--- config.mk ---
export PLATFORM = sky130hd
export DESIGN_NAME = fcm_seq
export DESIGN_NICKNAME = d
export VERILOG_FILES = /design/src/rtl/fcm_pkg.sv /design/src/rtl/fcm_seq.sv
export SDC_FILE = /design/constraint.sdc
export NUM_CORES = 1
export LEC_CHECK = 0
export BUFFER_PORTS_ARGS = -buffer_cell sky130_fd_sc_hd__clkbuf_2
export CORE_MARGIN = 2
export CORE_UTILIZATION = 45
export CTS_BUF_LIST = sky130_fd_sc_hd__clkbuf_4 sky130_fd_sc_hd__clkbuf_8
export DETAILED_ROUTE_END_ITERATION = 12
export PLACE_DENSITY_LB_ADDON = 0.08
export SYNTH_ARGS = -nofsm -noshare
export SYNTH_HDL_FRONTEND = slang
export SYNTH_SLANG_ARGS = --single-unit
export TNS_END_PERCENT = 50
--- constraint.sdc ---
create_clock -name clk -period 7.1 [get_ports clk]
set_input_delay 1.065 -clock clk [delete_from_list [all_inputs] [get_ports clk]]
set_output_delay 1.065 -clock clk [all_outputs]
set_load 0.005 [all_outputs]
--- src/rtl/fcm_pkg.sv ---
`timescale 1ns / 1ps
// ----------------------------------------------------------------------------
// fcm_pkg
// Shared types, constants and helpers of the fat cluster chain manager.
// ----------------------------------------------------------------------------
package fcm_pkg;

    localparam int NUM_ENTRIES   = 4096;
    localparam int CLUSTER_BYTES = 1024;
    localparam int FIRST_DATA    = 10;
    localparam int ROOT_ENTRY    = 9;

    localparam int ADDR_W   = $clog2(NUM_ENTRIES);
    localparam int IDX_W    = ADDR_W + 1;
    localparam int CL_SHIFT = $clog2(CLUSTER_BYTES);
    localparam int SIZE_W   = 23;
    localparam int NEED_W   = SIZE_W + 1 - CL_SHIFT;
    localparam int ENTRY_W  = 16;
    localparam int SIZE_CAP = 4194304;

    typedef enum logic [2:0] {
        KIND_FORMAT = 3'd0,
        KIND_WRITE  = 3'd1,
        KIND_READ   = 3'd2,
        KIND_FREE   = 3'd3,
        KIND_ALLOC  = 3'd4,
        KIND_EXTEND = 3'd5
    } kind_e;

    typedef enum logic [1:0] {
        ST_OK     = 2'd0,
        ST_FULL   = 2'd1,
        ST_BROKEN = 2'd2
    } status_e;

    typedef enum logic [1:0] {
        CFG_FREE     = 2'd0,
        CFG_EOF      = 2'd1,
        CFG_RESERVED = 2'd2,
        CFG_BOOT     = 2'd3
    } cfg_idx_e;

    typedef struct packed {
        logic [2:0]         kind;
        logic [11:0]        start_cluster;
        logic [15:0]        entry_value;
        logic [SIZE_W-1:0]  file_size;
        logic [SIZE_W-1:0]  byte_length;
    } req_t;

    typedef struct packed {
        logic [1:0]         status;
        logic [11:0]        first_cluster;
        logic [15:0]        read_value;
        logic [SIZE_W-1:0]  new_size;
        logic [12:0]        cluster_count;
    } rsp_t;

    typedef struct packed {
        logic [ENTRY_W-1:0] free_mark;
        logic [ENTRY_W-1:0] eof_mark;
        logic [ENTRY_W-1:0] reserved_mark;
        logic [ENTRY_W-1:0] boot_mark;
    } marks_t;

    localparam marks_t RESET_MARKS = '{
        free_mark:     16'd0,
        eof_mark:      16'd32767,
        reserved_mark: 16'd32766,
        boot_mark:     16'd32765
    };

    typedef struct packed {
        logic               we;
        logic [ADDR_W-1:0]  waddr;
        logic [ENTRY_W-1:0] wdata;
        logic [ADDR_W-1:0]  raddr;
    } mem_req_t;

    typedef enum logic [4:0] {
        S_CLEAR,
        S_IDLE,
        S_FMT,
        S_WRITE,
        S_READ_RD,
        S_READ_EV,
        S_WALK_RD,
        S_WALK_EV,
        S_FREE_RD,
        S_FREE_EV,
        S_APREP,
        S_XPREP,
        S_CNT_RD,
        S_CNT_EV,
        S_TAKE_RD,
        S_TAKE_EV,
        S_TAKE_LINK,
        S_LAST_LINK,
        S_DONE
    } state_e;

    // fixed layout of a freshly formatted table
    function automatic logic [ENTRY_W-1:0] fmt_value(input logic [ADDR_W-1:0] idx,
                                                     input marks_t m);
        logic [ENTRY_W-1:0] v;
        if (idx == ADDR_W'(0))
            v = m.boot_mark;
        else if (idx == ADDR_W'(ROOT_ENTRY))
            v = m.eof_mark;
        else if (idx < ADDR_W'(FIRST_DATA))
            v = m.reserved_mark;
        else
            v = m.free_mark;
        return v;
    endfunction

endpackage

--- src/rtl/fcm_seq.sv ---
`timescale 1ns / 1ps
// ----------------------------------------------------------------------------
// fcm_seq
// Operation sequencer: walks, counts and takes table entries one at a time.
// ----------------------------------------------------------------------------
module fcm_seq (
    input  logic                          clk,
    input  logic                          rst_n,
    input  fcm_pkg::marks_t               marks,
    input  logic                          req_valid,
    output logic                          req_stall,
    input  fcm_pkg::req_t                 req_data,
    output logic                          rsp_valid,
    input  logic                          rsp_stall,
    output fcm_pkg::rsp_t                 rsp_data,
    output fcm_pkg::mem_req_t             mem,
    input  logic [fcm_pkg::ENTRY_W-1:0]   rdata
);

    localparam int AW = fcm_pkg::ADDR_W;
    localparam int IW = fcm_pkg::IDX_W;
    localparam int NW = fcm_pkg::NEED_W;
    localparam int SW = fcm_pkg::SIZE_W;
    localparam int EW = fcm_pkg::ENTRY_W;
    localparam int CL_W = fcm_pkg::CL_SHIFT;

    fcm_pkg::state_e state_reg, state_next;
    logic [2:0]    kind_reg, kind_next;
    logic [11:0]   start_reg, start_next;
    logic [EW-1:0] entry_reg, entry_next;
    logic [SW-1:0] fsize_reg, fsize_next;
    logic [SW-1:0] blen_reg, blen_next;
    logic [EW-1:0] cur_reg, cur_next;
    logic [IW-1:0] n_reg, n_next;
    logic [AW-1:0] last_reg, last_next;
    logic [IW-1:0] idx_reg, idx_next;
    logic [IW-1:0] fcount_reg, fcount_next;
    logic [NW-1:0] need_reg, need_next;
    logic [NW-1:0] got_reg, got_next;
    logic [AW-1:0] head_reg, head_next;
    logic [AW-1:0] prev_reg, prev_next;
    fcm_pkg::rsp_t res_reg, res_next;
    fcm_pkg::rsp_t out_reg, out_next;
    logic          out_valid_reg, out_valid_next;

    // extend and allocate arithmetic
    logic [CL_W-1:0] used;
    logic [CL_W:0]   space;
    logic [SW-1:0]   rest;
    logic [SW:0]     rest_round;
    logic [SW:0]     blen_round;
    logic [SW:0]     size_sum;
    logic [SW-1:0]   size_sat;
    logic [NW-1:0]   need_x;
    logic [NW-1:0]   need_a;
    logic            is_free;

    always_comb
    begin
        used = fsize_reg[CL_W-1:0];
        space = (used != '0) ? ((CL_W+1)'(fcm_pkg::CLUSTER_BYTES) - {1'b0, used}) : '0;
        rest = blen_reg;
        if (last_reg != '0 && space != '0)
        begin
            rest = (blen_reg > SW'(space)) ? (blen_reg - SW'(space)) : '0;
        end
        rest_round = {1'b0, rest} + (SW+1)'(fcm_pkg::CLUSTER_BYTES - 1);
        blen_round = {1'b0, blen_reg} + (SW+1)'(fcm_pkg::CLUSTER_BYTES - 1);
        need_x = rest_round[SW:CL_W];
        need_a = blen_round[SW:CL_W];
        size_sum = {1'b0, fsize_reg} + {1'b0, blen_reg};
        size_sat = (size_sum > (SW+1)'(fcm_pkg::SIZE_CAP)) ?
                   SW'(fcm_pkg::SIZE_CAP) : size_sum[SW-1:0];
        is_free = (rdata == marks.free_mark);
    end

    always_ff @(posedge clk or negedge rst_n)
    begin
        if (!rst_n)
        begin
            state_reg     <= fcm_pkg::S_CLEAR;
            idx_reg       <= '0;
            out_valid_reg <= 1'b0;
        end
        else
        begin
            state_reg     <= state_next;
            idx_reg       <= idx_next;
            out_valid_reg <= out_valid_next;
        end
    end

    always_ff @(posedge clk)
    begin
        kind_reg   <= kind_next;
        start_reg  <= start_next;
        entry_reg  <= entry_next;
        fsize_reg  <= fsize_next;
        blen_reg   <= blen_next;
        cur_reg    <= cur_next;
        n_reg      <= n_next;
        last_reg   <= last_next;
        fcount_reg <= fcount_next;
        need_reg   <= need_next;
        got_reg    <= got_next;
        head_reg   <= head_next;
        prev_reg   <= prev_next;
        res_reg    <= res_next;
        out_reg    <= out_next;
    end

    always_comb
    begin
        state_next     = state_reg;
        kind_next      = kind_reg;
        start_next     = start_reg;
        entry_next     = entry_reg;
        fsize_next     = fsize_reg;
        blen_next      = blen_reg;
        cur_next       = cur_reg;
        n_next         = n_reg;
        last_next      = last_reg;
        idx_next       = idx_reg;
        fcount_next    = fcount_reg;
        need_next      = need_reg;
        got_next       = got_reg;
        head_next      = head_reg;
        prev_next      = prev_reg;
        res_next       = res_reg;
        out_next       = out_reg;
        out_valid_next = out_valid_reg;
        mem.we    = 1'b0;
        mem.waddr = idx_reg[AW-1:0];
        mem.wdata = '0;
        mem.raddr = cur_reg[AW-1:0];

        if (out_valid_reg && !rsp_stall)
        begin
            out_valid_next = 1'b0;
        end

        unique case (state_reg)
            fcm_pkg::S_CLEAR:
            begin
                mem.we    = 1'b1;
                mem.wdata = fcm_pkg::fmt_value(idx_reg[AW-1:0], fcm_pkg::RESET_MARKS);
                idx_next  = idx_reg + 1'b1;
                if (idx_reg == IW'(fcm_pkg::NUM_ENTRIES - 1))
                begin
                    state_next = fcm_pkg::S_IDLE;
                end
            end
            fcm_pkg::S_IDLE:
            begin
                if (req_valid)
                begin
                    kind_next  = req_data.kind;
                    start_next = req_data.start_cluster;
                    entry_next = req_data.entry_value;
                    fsize_next = req_data.file_size;
                    blen_next  = req_data.byte_length;
                    cur_next   = EW'(req_data.start_cluster);
                    n_next     = '0;
                    last_next  = '0;
                    idx_next   = '0;
                    res_next   = '0;
                    case (req_data.kind)
                        fcm_pkg::KIND_FORMAT: state_next = fcm_pkg::S_FMT;
                        fcm_pkg::KIND_WRITE:  state_next = fcm_pkg::S_WRITE;
                        fcm_pkg::KIND_READ:   state_next = fcm_pkg::S_READ_RD;
                        fcm_pkg::KIND_FREE,
                        fcm_pkg::KIND_EXTEND: state_next = fcm_pkg::S_WALK_RD;
                        fcm_pkg::KIND_ALLOC:  state_next = fcm_pkg::S_APREP;
                        default:              state_next = fcm_pkg::S_DONE;
                    endcase
                end
            end
            fcm_pkg::S_FMT:
            begin
                mem.we    = 1'b1;
                mem.wdata = fcm_pkg::fmt_value(idx_reg[AW-1:0], marks);
                idx_next  = idx_reg + 1'b1;
                if (idx_reg == IW'(fcm_pkg::NUM_ENTRIES - 1))
                begin
                    state_next = fcm_pkg::S_DONE;
                end
            end
            fcm_pkg::S_WRITE:
            begin
                mem.we     = 1'b1;
                mem.waddr  = start_reg;
                mem.wdata  = entry_reg;
                state_next = fcm_pkg::S_DONE;
            end
            fcm_pkg::S_READ_RD:
            begin
                mem.raddr  = start_reg;
                state_next = fcm_pkg::S_READ_EV;
            end
            fcm_pkg::S_READ_EV:
            begin
                res_next.read_value = rdata;
                state_next = fcm_pkg::S_DONE;
            end
            fcm_pkg::S_WALK_RD:
            begin
                if (cur_reg == '0 || cur_reg == marks.eof_mark)
                begin
                    if (kind_reg == fcm_pkg::KIND_FREE)
                    begin
                        cur_next   = EW'(start_reg);
                        idx_next   = '0;
                        state_next = fcm_pkg::S_FREE_RD;
                    end
                    else
                    begin
                        state_next = fcm_pkg::S_XPREP;
                    end
                end
                else if (cur_reg[EW-1:AW] != '0 || n_reg == IW'(fcm_pkg::NUM_ENTRIES))
                begin
                    res_next        = '0;
                    res_next.status = fcm_pkg::ST_BROKEN;
                    state_next      = fcm_pkg::S_DONE;
                end
                else
                begin
                    n_next     = n_reg + 1'b1;
                    last_next  = cur_reg[AW-1:0];
                    state_next = fcm_pkg::S_WALK_EV;
                end
            end
            fcm_pkg::S_WALK_EV:
            begin
                cur_next   = rdata;
                state_next = fcm_pkg::S_WALK_RD;
            end
            fcm_pkg::S_FREE_RD:
            begin
                if (idx_reg == n_reg)
                begin
                    res_next.cluster_count = n_reg;
                    state_next = fcm_pkg::S_DONE;
                end
                else
                begin
                    state_next = fcm_pkg::S_FREE_EV;
                end
            end
            fcm_pkg::S_FREE_EV:
            begin
                mem.we     = 1'b1;
                mem.waddr  = cur_reg[AW-1:0];
                mem.wdata  = marks.free_mark;
                cur_next   = rdata;
                idx_next   = idx_reg + 1'b1;
                state_next = fcm_pkg::S_FREE_RD;
            end
            fcm_pkg::S_APREP:
            begin
                need_next   = need_a;
                idx_next    = IW'(fcm_pkg::FIRST_DATA);
                fcount_next = '0;
                state_next  = (need_a == '0) ? fcm_pkg::S_DONE : fcm_pkg::S_CNT_RD;
            end
            fcm_pkg::S_XPREP:
            begin
                res_next.first_cluster = start_reg;
                res_next.new_size      = fsize_reg;
                need_next   = need_x;
                idx_next    = IW'(fcm_pkg::FIRST_DATA);
                fcount_next = '0;
                if (blen_reg == '0)
                begin
                    state_next = fcm_pkg::S_DONE;
                end
                else if (need_x == '0)
                begin
                    res_next.new_size = size_sat;
                    state_next = fcm_pkg::S_DONE;
                end
                else
                begin
                    state_next = fcm_pkg::S_CNT_RD;
                end
            end
            fcm_pkg::S_CNT_RD:
            begin
                mem.raddr = idx_reg[AW-1:0];
                if (idx_reg == IW'(fcm_pkg::NUM_ENTRIES))
                begin
                    if (NW'(fcount_reg) < need_reg)
                    begin
                        res_next.status = fcm_pkg::ST_FULL;
                        state_next = fcm_pkg::S_DONE;
                    end
                    else
                    begin
                        idx_next   = IW'(fcm_pkg::FIRST_DATA);
                        got_next   = '0;
                        state_next = fcm_pkg::S_TAKE_RD;
                    end
                end
                else
                begin
                    state_next = fcm_pkg::S_CNT_EV;
                end
            end
            fcm_pkg::S_CNT_EV:
            begin
                if (is_free)
                begin
                    fcount_next = fcount_reg + 1'b1;
                end
                idx_next   = idx_reg + 1'b1;
                state_next = fcm_pkg::S_CNT_RD;
            end
            fcm_pkg::S_TAKE_RD:
            begin
                mem.raddr = idx_reg[AW-1:0];
                if (got_reg == need_reg)
                begin
                    res_next.cluster_count = need_reg[IW-1:0];
                    if (kind_reg == fcm_pkg::KIND_ALLOC)
                    begin
                        res_next.first_cluster = head_reg;
                        res_next.new_size      = blen_reg;
                        state_next = fcm_pkg::S_DONE;
                    end
                    else
                    begin
                        res_next.new_size = size_sat;
                        if (start_reg == '0)
                        begin
                            res_next.first_cluster = head_reg;
                            state_next = fcm_pkg::S_DONE;
                        end
                        else
                        begin
                            state_next = fcm_pkg::S_LAST_LINK;
                        end
                    end
                end
                else
                begin
                    state_next = fcm_pkg::S_TAKE_EV;
                end
            end
            fcm_pkg::S_TAKE_EV:
            begin
                if (is_free)
                begin
                    mem.we    = 1'b1;
                    mem.wdata = marks.eof_mark;
                    got_next  = got_reg + 1'b1;
                    if (got_reg == '0)
                    begin
                        head_next  = idx_reg[AW-1:0];
                        prev_next  = idx_reg[AW-1:0];
                        idx_next   = idx_reg + 1'b1;
                        state_next = fcm_pkg::S_TAKE_RD;
                    end
                    else
                    begin
                        state_next = fcm_pkg::S_TAKE_LINK;
                    end
                end
                else
                begin
                    idx_next   = idx_reg + 1'b1;
                    state_next = fcm_pkg::S_TAKE_RD;
                end
            end
            fcm_pkg::S_TAKE_LINK:
            begin
                // previous cluster of the new chain points here
                mem.we     = 1'b1;
                mem.waddr  = prev_reg;
                mem.wdata  = EW'(idx_reg[AW-1:0]);
                prev_next  = idx_reg[AW-1:0];
                idx_next   = idx_reg + 1'b1;
                state_next = fcm_pkg::S_TAKE_RD;
            end
            fcm_pkg::S_LAST_LINK:
            begin
                mem.we     = 1'b1;
                mem.waddr  = last_reg;
                mem.wdata  = EW'(head_reg);
                state_next = fcm_pkg::S_DONE;
            end
            fcm_pkg::S_DONE:
            begin
                if (!out_valid_reg || !rsp_stall)
                begin
                    out_next       = res_reg;
                    out_valid_next = 1'b1;
                    state_next     = fcm_pkg::S_IDLE;
                end
            end
            default:
            begin
                state_next = fcm_pkg::S_IDLE;
            end
        endcase
    end

    assign req_stall = (state_reg != fcm_pkg::S_IDLE);
    assign rsp_valid = out_valid_reg;
    assign rsp_data  = out_reg;

    a_walk_bound: assert property (@(posedge clk) disable iff (!rst_n)
        (state_reg == fcm_pkg::S_WALK_EV) |-> (n_reg <= IW'(fcm_pkg::NUM_ENTRIES)))
        else $error("walk count past table size");

    a_take_bound: assert property (@(posedge clk) disable iff (!rst_n)
        (state_reg == fcm_pkg::S_TAKE_EV) |-> (got_reg < need_reg))
        else $error("took more clusters than needed");

    a_idle_quiet: assert property (@(posedge clk) disable iff (!rst_n)
        (state_reg == fcm_pkg::S_IDLE) |-> !mem.we)
        else $error("table write while idle");

    a_rsp_source: assert property (@(posedge clk) disable iff (!rst_n)
        $rose(out_valid_reg) |-> ($past(state_reg) == fcm_pkg::S_DONE))
        else $error("response word without finished operation");

endmodule

==> key figures, run 1 <==
Outcome
  • Status: complete, no violations

Floorplan
  • Die X: 213 µm
  • Core Area: 0.0431 mm²
  • Die area: 0.0453 mm²
  • IO Pins: 270
  • Row Count: 76
  • Chip Height: 213 µm
  • Initial core utilization: 45.6%

Worst setup path
  • Worst path max stage delay: 0.90 ns
  • R2r worst-path depth: 18
  • Worst Path Arrival: 6.35 ns
  • Setup Crit Path Kind: flop to flop
  • Worst setup SP type: flop
  • Worst path cell trace: inv_1 > ha_1 > nand4b_1 > and2_1 > ha_1 > inv_1 > fa_1 > a21o_1 > a221oi_2 > xor2_1 > nand4_1 > or4_1 > o211ai_1 > a22o_1 > nand3_1 > nor3_2 > a21oi_1 > a311o_1
  • CP required: 7.49 ns
  • Slowest CP cell: nor3_2
  • Maximum fanout along the worst path: 17
  • Reg2reg start: fsize_reg[1]
  • Critical Path End Type: flop
  • Crit-path leading delay family: simple AND/OR/NAND/NOR gates
  • Crit Reg-Reg Endpoint: res_reg[19]
  • Worst R2R Setup Slack: 1.14 ns
  • Buf+Inv Stages, Crit Path: 2

Min path
  • Type of the tightest min-delay check: input port to async pin

Synth
  • Post-synthesis register bit count: 334
  • Post-synth EDFFs: 315
  • Netlist Area Pre-Place: 0.0196 mm²
  • Synth cell types: 93
  • Mean post-synth cell area: 10.4 µm²
  • Most frequent cells after synthesis: edfxtp_1, nand2_1, nor2_1
  • Top cells by area, synth: edfxtp_1, xor2_1, nand2_1, ha_1, nor2_1
  • Post-synth ARST share: 5.69%
  • Post-synthesis cell count: 1890
  • Yosys warning total: 0
  • Seq/Total Area, Yosys: 50.6%
  • Yosys top cell by area: edfxtp_1
  • Top-count cell post-synth: edfxtp_1
  • Post-synth top flop: edfxtp_1
  • Synth top area share: 48.2%
  • Net Count, Synth: 2109

Cells and area
  • Non-filler cells, final: 2763
  • # diodes: 0
  • Total of fill cells in the finished design: 3927
  • Layout area overhead: 15.5%
  • Cell area after layout: 0.0227 mm²
  • Nets: 2353
  • Final core utilization: 52.7%
  • Share of cells above drive strength 1: 19.9%

CTS
  • Number of CTS-inserted buffers: 55
  • CTS Buffer Depth: 3
  • H-tree levels: 2
  • CTS clk-pin slew, worst paths: 0.07 ns
  • Post-CTS sizing: 0
  • Clk_lat worst skew: 0.66 ns
  • Post-CTS Hold Fix Bufs: 0
  • Root buffer cell: clkbuf_8
  • CTS tree: built
  • Clock sinks: 334
  • Post-CTS Setup Bufs: 0

STA
  • Final setup TNS: 0 ns
  • Fin. Hold Viols: 0
  • Final setup violation count: 0
  • Clock Skew: 0.0317 ns
  • Final Cycle Share: 84.0%
  • Min cycle time layout: 5.96 ns
  • Rel. slew slack: 17.0%
  • RSZ-0062 raised after global routing: no
  • Slew @ Worst Pin: 1.24 ns
  • Slew Limit Fails: 0
  • Fmax: 0.168 GHz

Detailed routing
  • DRC viols: 0
  • Drt first pass iters: 8
  • Drt initial violations: 1684
  • Drt via density: 6.00
  • DR vias: 16.6k
  • Drt total wl: 65500 µm
  • Routed Antenna Nets: 0
  • Wire length per cell: 23.7 µm

GRT
  • Total GRT Usage: 28.4%
  • Initial antenna violation count: 1
  • First-pass GRT wire length: 96500 µm
  • Vias in the first global route: 15.7k
  • Largest net degree at the start of global routing: 49
  • GRT Residual Overflow: 0

Placement
  • DP Area: 0.0216 mm²
  • Global placer's final weighted congestion: 0.959
  • Placed Cells: 2662
  • IO buf count: 269
  • DP Wirelength: 48900 µm

Job
  • Max cap viols: 0

Power and ir drop
  • Pwr dens: 381 mW/mm²
  • Pleak: 8.67 nW
  • Peak supply drop: 0.178 mV
-- kinds of logic after synthesis --
kind of cell             after synthesis  synth area share (%)
AO/OA/AOI/OAI                        430                  15.9
XOR/XNOR                             140                  6.24
adder cells (fa/ha/maj)               58                  3.77
buffers and inverters                166                  3.37
flip-flops                           334                  50.6
multiplexers                          26                  1.40
other                                  1                0.0191
AND/OR/NAND/NOR                      735                  18.7
-- per-stage QoR --
step	power (W)	setup slack, ns	hold slack (ns)
4_1_cts	0.00863	1.21	0.362
6_report	0.00864	1.14	0.384
3_5_place_dp	0.00685	1.26	0.405
2_1_floorplan	0.00556	2.14	0.400
5_1_grt	0.00913	0.676	0.391
3_3_place_gp	0.00682	1.38	0.401
-- area by class of cell --
cell class	count	area, µm²	share of cell area [%]
well taps	585	732	3.23
multi-input cells	1390	9110	40.2
repair buffers	300	1580	6.96
inverters	53	199	0.877
flip-flops and latches	334	9930	43.8
clock inverters	29	213	0.938
clock buffers	72	916	4.04
-- where the power goes --
part / total [W] / internal (W) / switching, W / leakage, nW
clock network: 0.00176 / 0.000951 / 0.000813 / 0.590
logic: 0.00341 / 0.00124 / 0.00217 / 4.94
registers: 0.00347 / 0.00290 / 0.000573 / 3.14
total: 0.00864 / 0.00509 / 0.00356 / 8.67
-- placed cells by master (no fill, tap or decap), drive strengths merged, types with 21 or more instances in the layout --
| cell | n |
|---|---|
| nor4 | 39 |
| xnor2 | 49 |
| o21ai | 70 |
| nand4 | 25 |
| clkinv | 24 |
| buf | 31 |
| and2 | 50 |
| clkbuf | 341 |
| inv | 53 |
| ha | 56 |
| a31oi | 27 |
| a211oi | 21 |
| xor2 | 91 |
| a22oi | 83 |
| mux2i | 24 |
| nand2 | 203 |
| nor2 | 173 |
| a21oi | 55 |
| and3 | 27 |
| nand3 | 73 |
| nor3 | 42 |
| edfxtp | 315 |
| a221oi | 23 |
-- routing by layer --
metal / global-route usage [%] / vias to the layer above / routed length, µm
met3: 4.78 / 126 / 4860
met5: 0 / - / 0
li1: - / 7635 / -
met2: 45.3 / 771 / 30700
met1: 38.5 / 8051 / 27300
met4: 11.9 / 0 / 2670
-- worst max-delay path by stage --
stage | startpoint | end | slack, ns | cells after the start
floorplan | fsize_reg[1] | res_reg[15] | 2.14 | 20
global placement | fsize_reg[0] | res_reg[30] | 1.38 | 19
detailed placement | fsize_reg[1] | res_reg[24] | 1.26 | 18
CTS | fsize_reg[1] | res_reg[19] | 1.21 | 18
global route | fsize_reg[1] | res_reg[32] | 0.68 | 18
finish | fsize_reg[1] | res_reg[19] | 1.14 | 18
No activity file was read; power rests on OpenSTA's default activity.
==> inputs of run 2 (changes only) <==
--- a/config.mk
+++ b/config.mk
@@ -5,6 +5,7 @@
 export SDC_FILE = /design/constraint.sdc
 export NUM_CORES = 1
 export LEC_CHECK = 0
+export ABC_AREA = 1
 export BUFFER_PORTS_ARGS = -buffer_cell sky130_fd_sc_hd__clkbuf_2
 export CORE_MARGIN = 2
 export CORE_UTILIZATION = 45
==> constraint.sdc (replaced) <==
create_clock -name clk -period 5.4 [get_ports clk]
set_input_delay 0.81 -clock clk [delete_from_list [all_inputs] [get_ports clk]]
set_output_delay 0.81 -clock clk [all_outputs]
set_load 0.005 [all_outputs]
==> run 2 against run 1 <==
Register-to-register slack worse by 0.60 ns; count of clock-buffer cells in the layout up 1; highest routed layer is now met5; area after synthesis up 3.1%.
==> key figures, run 2 <==
Cells and area
  • Cell area after layout: 0.0235 mm² (+3.7%)
  • Reg area: 0.00993 mm² (unchanged)
  • Share of cells above drive strength 1: 19.4% (-0.50 points)
  • Nets: 2841 (+21%)
  • Total of fill cells in the finished design: 4236 (+7.9%)
  • Most frequent cells in the layout: nand2_1, inv_1, edfxtp_1
  • Commonest non-fill, non-tap cell in the layout: nand2_1
  • Multi-input gate area: 0.00876 mm² (-3.8%)
  • Non-filler cells, final: 3261 (+18%)
  • Layout area overhead: 16.1%

Power and ir drop
  • Sw Share: 40.8% (-0.35 points)
  • Overall power: 0.0104 W (+20%)
  • Net Sw Power: 0.00422 W (+19%)
  • Peak supply drop: 0.289 mV (+62%)
  • Pleak: 9.96 nW (+15%)
  • Power share of the clock group: 23.2% (+2.8 points)
  • Pwr dens: 440 mW/mm² (+15%)
  • Reg power frac: 38.3% (-1.9 points)
  • Comb pwr share: 38.5% (-0.9 points)
  • Int Pwr: 0.00613 W (+20%)

GRT
  • GRT Residual Overflow: 0 (unchanged)
  • Initial antenna violation count: 3 (+2)
  • Total GRT Usage: 30.2% (+1.7 points)
  • Largest net degree at the start of global routing: 45 (-8.2%)
  • Vias in the first global route: 17.8k (+13%)
  • First-pass GRT wire length: 107000 µm (+11%)

STA
  • Rel. slew slack: 19.3% (+2.4 points)
  • Final setup TNS: 0 ns (unchanged)
  • RSZ-0062 raised after global routing: no
  • Clock Skew: 0.0604 ns (+0.0287 ns)
  • Final setup violation count: 0 (unchanged)
  • Fmax: 0.206 GHz (+23%)
  • Fin. Hold Viols: 0 (unchanged)
  • Slew Limit Fails: 0 (unchanged)
  • Slew @ Worst Pin: 1.21 ns (-0.0284 ns)
  • Final Cycle Share: 90.0% (+6.0 points)
  • Min cycle time layout: 4.86 ns (-1.10 ns)

Floorplan
  • Row Count: 77 (+1.3%)
  • Core Area: 0.0443 mm² (+2.9%)
  • Die area: 0.0467 mm² (+3.1%)
  • Die X: 216 µm (+1.5%)
  • Chip Height: 216 µm (+1.5%)
  • Initial core utilization: 45.7% (+0.12 points)
  • IO Pins: 270 (unchanged)

Worst setup path
  • Setup Crit Path Kind: flop to flop
  • Worst R2R Setup Slack: 0.54 ns (-0.60 ns)
  • Reg2reg start: fsize_reg[0]
  • R2r worst-path depth: 27 (+9)
  • Maximum fanout along the worst path: 22 (+5)
  • Worst setup SP type: flop
  • Crit path capture: res_reg[14]
  • Critical Path End Type: flop
  • Crit Reg-Reg Endpoint: res_reg[14]
  • CP required: 5.79 ns (-1.70 ns)
  • Critical path launch point: fsize_reg[0]
  • Worst Path Arrival: 5.24 ns (-1.11 ns)

Synth
  • Simple-Gate Fraction of Synth Area: 23.1% (+4.4 points)
  • Main combinational cell family by area after synthesis: simple AND/OR/NAND/NOR gates
  • Seq/Total Area, Yosys: 49.0% (-1.5 points)
  • Synth Area in Compound Gates: 13.2% (-2.7 points)
  • Multiplexer share of the synthesized area: 0.198% (-1.2 points)
  • Top cells by area, synth: edfxtp_1, nand2_1, inv_1, nor2_1, ha_1
  • Top-count cell post-synth: nand2_1
  • Mean post-synth cell area: 8.72 µm² (-16%)
  • Most frequent cells after synthesis: nand2_1, inv_1, edfxtp_1
  • Synth top area share: 46.7% (-1.5 points)
  • Post-synth top flop: edfxtp_1
  • Post-synthesis adder-cell area fraction: 3.66% (-0.12 points)
  • Post-synth EDFFs: 315 (unchanged)
  • Post-synth ARST share: 5.69% (unchanged)
  • Yosys top cell by area: edfxtp_1
  • Net Count, Synth: 2541 (+20%)
  • Synth cell types: 60 (-35%)
  • Netlist Area Pre-Place: 0.0203 mm² (+3.1%)
  • Xor/xnor share of the synthesized area: 2.77% (-3.5 points)
  • Post-synthesis cell count: 2322 (+23%)
  • Post-synthesis register bit count: 334 (unchanged)
  • Yosys warning total: 0 (unchanged)

Placement
  • Global placer's final weighted congestion: 0.939 (-2.1%)
  • IO buf count: 269 (unchanged)
  • DP Area: 0.0224 mm² (+3.7%)
  • DP Wirelength: 54500 µm (+11%)
  • Placed Cells: 3155 (+19%)

Detailed routing
  • DRC viols: 0 (unchanged)
  • Drt total wl: 71500 µm (+9.3%)
  • Drt first pass iters: 8 (unchanged)
  • Routed Antenna Nets: 0 (unchanged)
  • DR vias: 18.6k (+12%)
  • Wire length per cell: 21.9 µm (-7.4%)
  • Drt via density: 5.70 (-5.1%)
  • Drt initial violations: 2000 (+19%)

Outcome
  • Status: complete, no violations

CTS
  • Number of CTS-inserted buffers: 57 (+3.6%)
  • Post-CTS Setup Bufs: 0 (unchanged)
  • Root buffer cell: clkbuf_8
  • Post-CTS sizing: 0 (unchanged)
  • Clock sinks: 334 (unchanged)
  • CTS tree: built
  • CTS Buffer Depth: 3 (unchanged)
  • CTS clk-pin slew, worst paths: 0.06 ns (about the same)
  • Post-CTS Hold Fix Bufs: 0 (unchanged)
  • Clk_lat worst skew: 0.69 ns (+0.03 ns)
  • H-tree levels: 2 (unchanged)

Min path
  • Type of the tightest min-delay check: input port to async pin

Job
  • Max cap viols: 0 (unchanged)
-- run 2: changes by cell type after synthesis, sizes merged, moves of 52 or more --
| cell | delta |
|---|---|
| nor2 | +67 |
| inv | +286 |
| o22ai | +53 |
| nand2 | +325 |
| o21ai | +52 |
| a22oi | -83 |
| nand3 | +67 |
| xor2 | -54 |
-- run 2: worst max-delay path: stages (launching register included) --
cell and delay (ns):
edfxtp_1 0.39, inv_1 0.21, ha_1 0.26, nand2_2 0.12, o21ai_0 0.18, nand2_1 0.09, ha_1 0.38, nand2_1 0.13
inv_1 0.09, nand2_1 0.09, nor2_1 0.13, nand3_1 0.11, o21ai_1 0.43, nor2_1 0.10, o21ai_1 0.14, nand2_1 0.09
inv_2 0.07, nand2_2 0.21, nand3_1 0.15, nand2_1 0.08, nor2_1 0.18, nand3_2 0.12, nor2_4 0.14, nand3_4 0.10
inv_4 0.33, nand2_1 0.09, nand3_1 0.08, o21ai_0 0.09
-- run 2: power groups by stage --
stage / clock, W / combinational (W) / sequential, W
6_report: 0.00240 / 0.00399 / 0.00396
5_1_grt: 0.00255 / 0.00435 / 0.00401
4_1_cts: 0.00245 / 0.00393 / 0.00395
3_5_place_dp: 0 / 0.00391 / 0.00400
3_3_place_gp: 0 / 0.00388 / 0.00400
2_1_floorplan: 0 / 0.00248 / 0.00385
-- run 2: cell families after synthesis --
group           count (synthesis)
xor+xnor                       64
other cells                     1
fa+ha+maj                      58
flops                         334
compound gates                413
mux                             4
simple gates                 1041
buf+inv                       407
-- run 2: final cells by class --
class | instances | area share, %
Sequential cell | 334 | 42.2
Timing Repair Buffer | 306 | 6.96
Multi-Input combinational cell | 1581 | 37.3
Inverter | 342 | 5.47
Tap cell | 592 | 3.15
Clock inverter | 30 | 1.04
Clock buffer | 73 | 3.87
Antenna cell | 3 | 0.0319
-- run 2: per-stage QoR --
step	setup WS [ns]	hold slack, ns	util [%]
global route	0.0246	0.135	53.1
global placement	0.698	0.400	50.5
detailed placement	0.603	0.405	50.5
CTS	0.589	0.0960	53.1
floorplan	0.570	0.400	-
finish	0.540	0.0989	53.1
-- run 2: how the worst min path moves through the flow --
| stage | start | endpoint | slack (ns) |
|---|---|---|---|
| after floorplan | res_reg[0] | rsp_data[0] | 0.40 |
| after global placement | res_reg[65] | rsp_data[65] | 0.40 |
| after detailed placement | res_reg[12] | rsp_data[12] | 0.40 |
| after CTS | rst_n | state_reg[3] | 0.1 |
| after global routing | rst_n | rsp_valid | 0.14 |
| final | rst_n | rsp_valid | 0.1 |
-- run 2: per-layer routing --
metal / GRT usage [%] / part of all wire, %
met1: 42.5 / 43
met2: 46.1 / 44
met3: 6.44 / 9.4
met4: 10.8 / 3.4
met5: 0 / 0.018
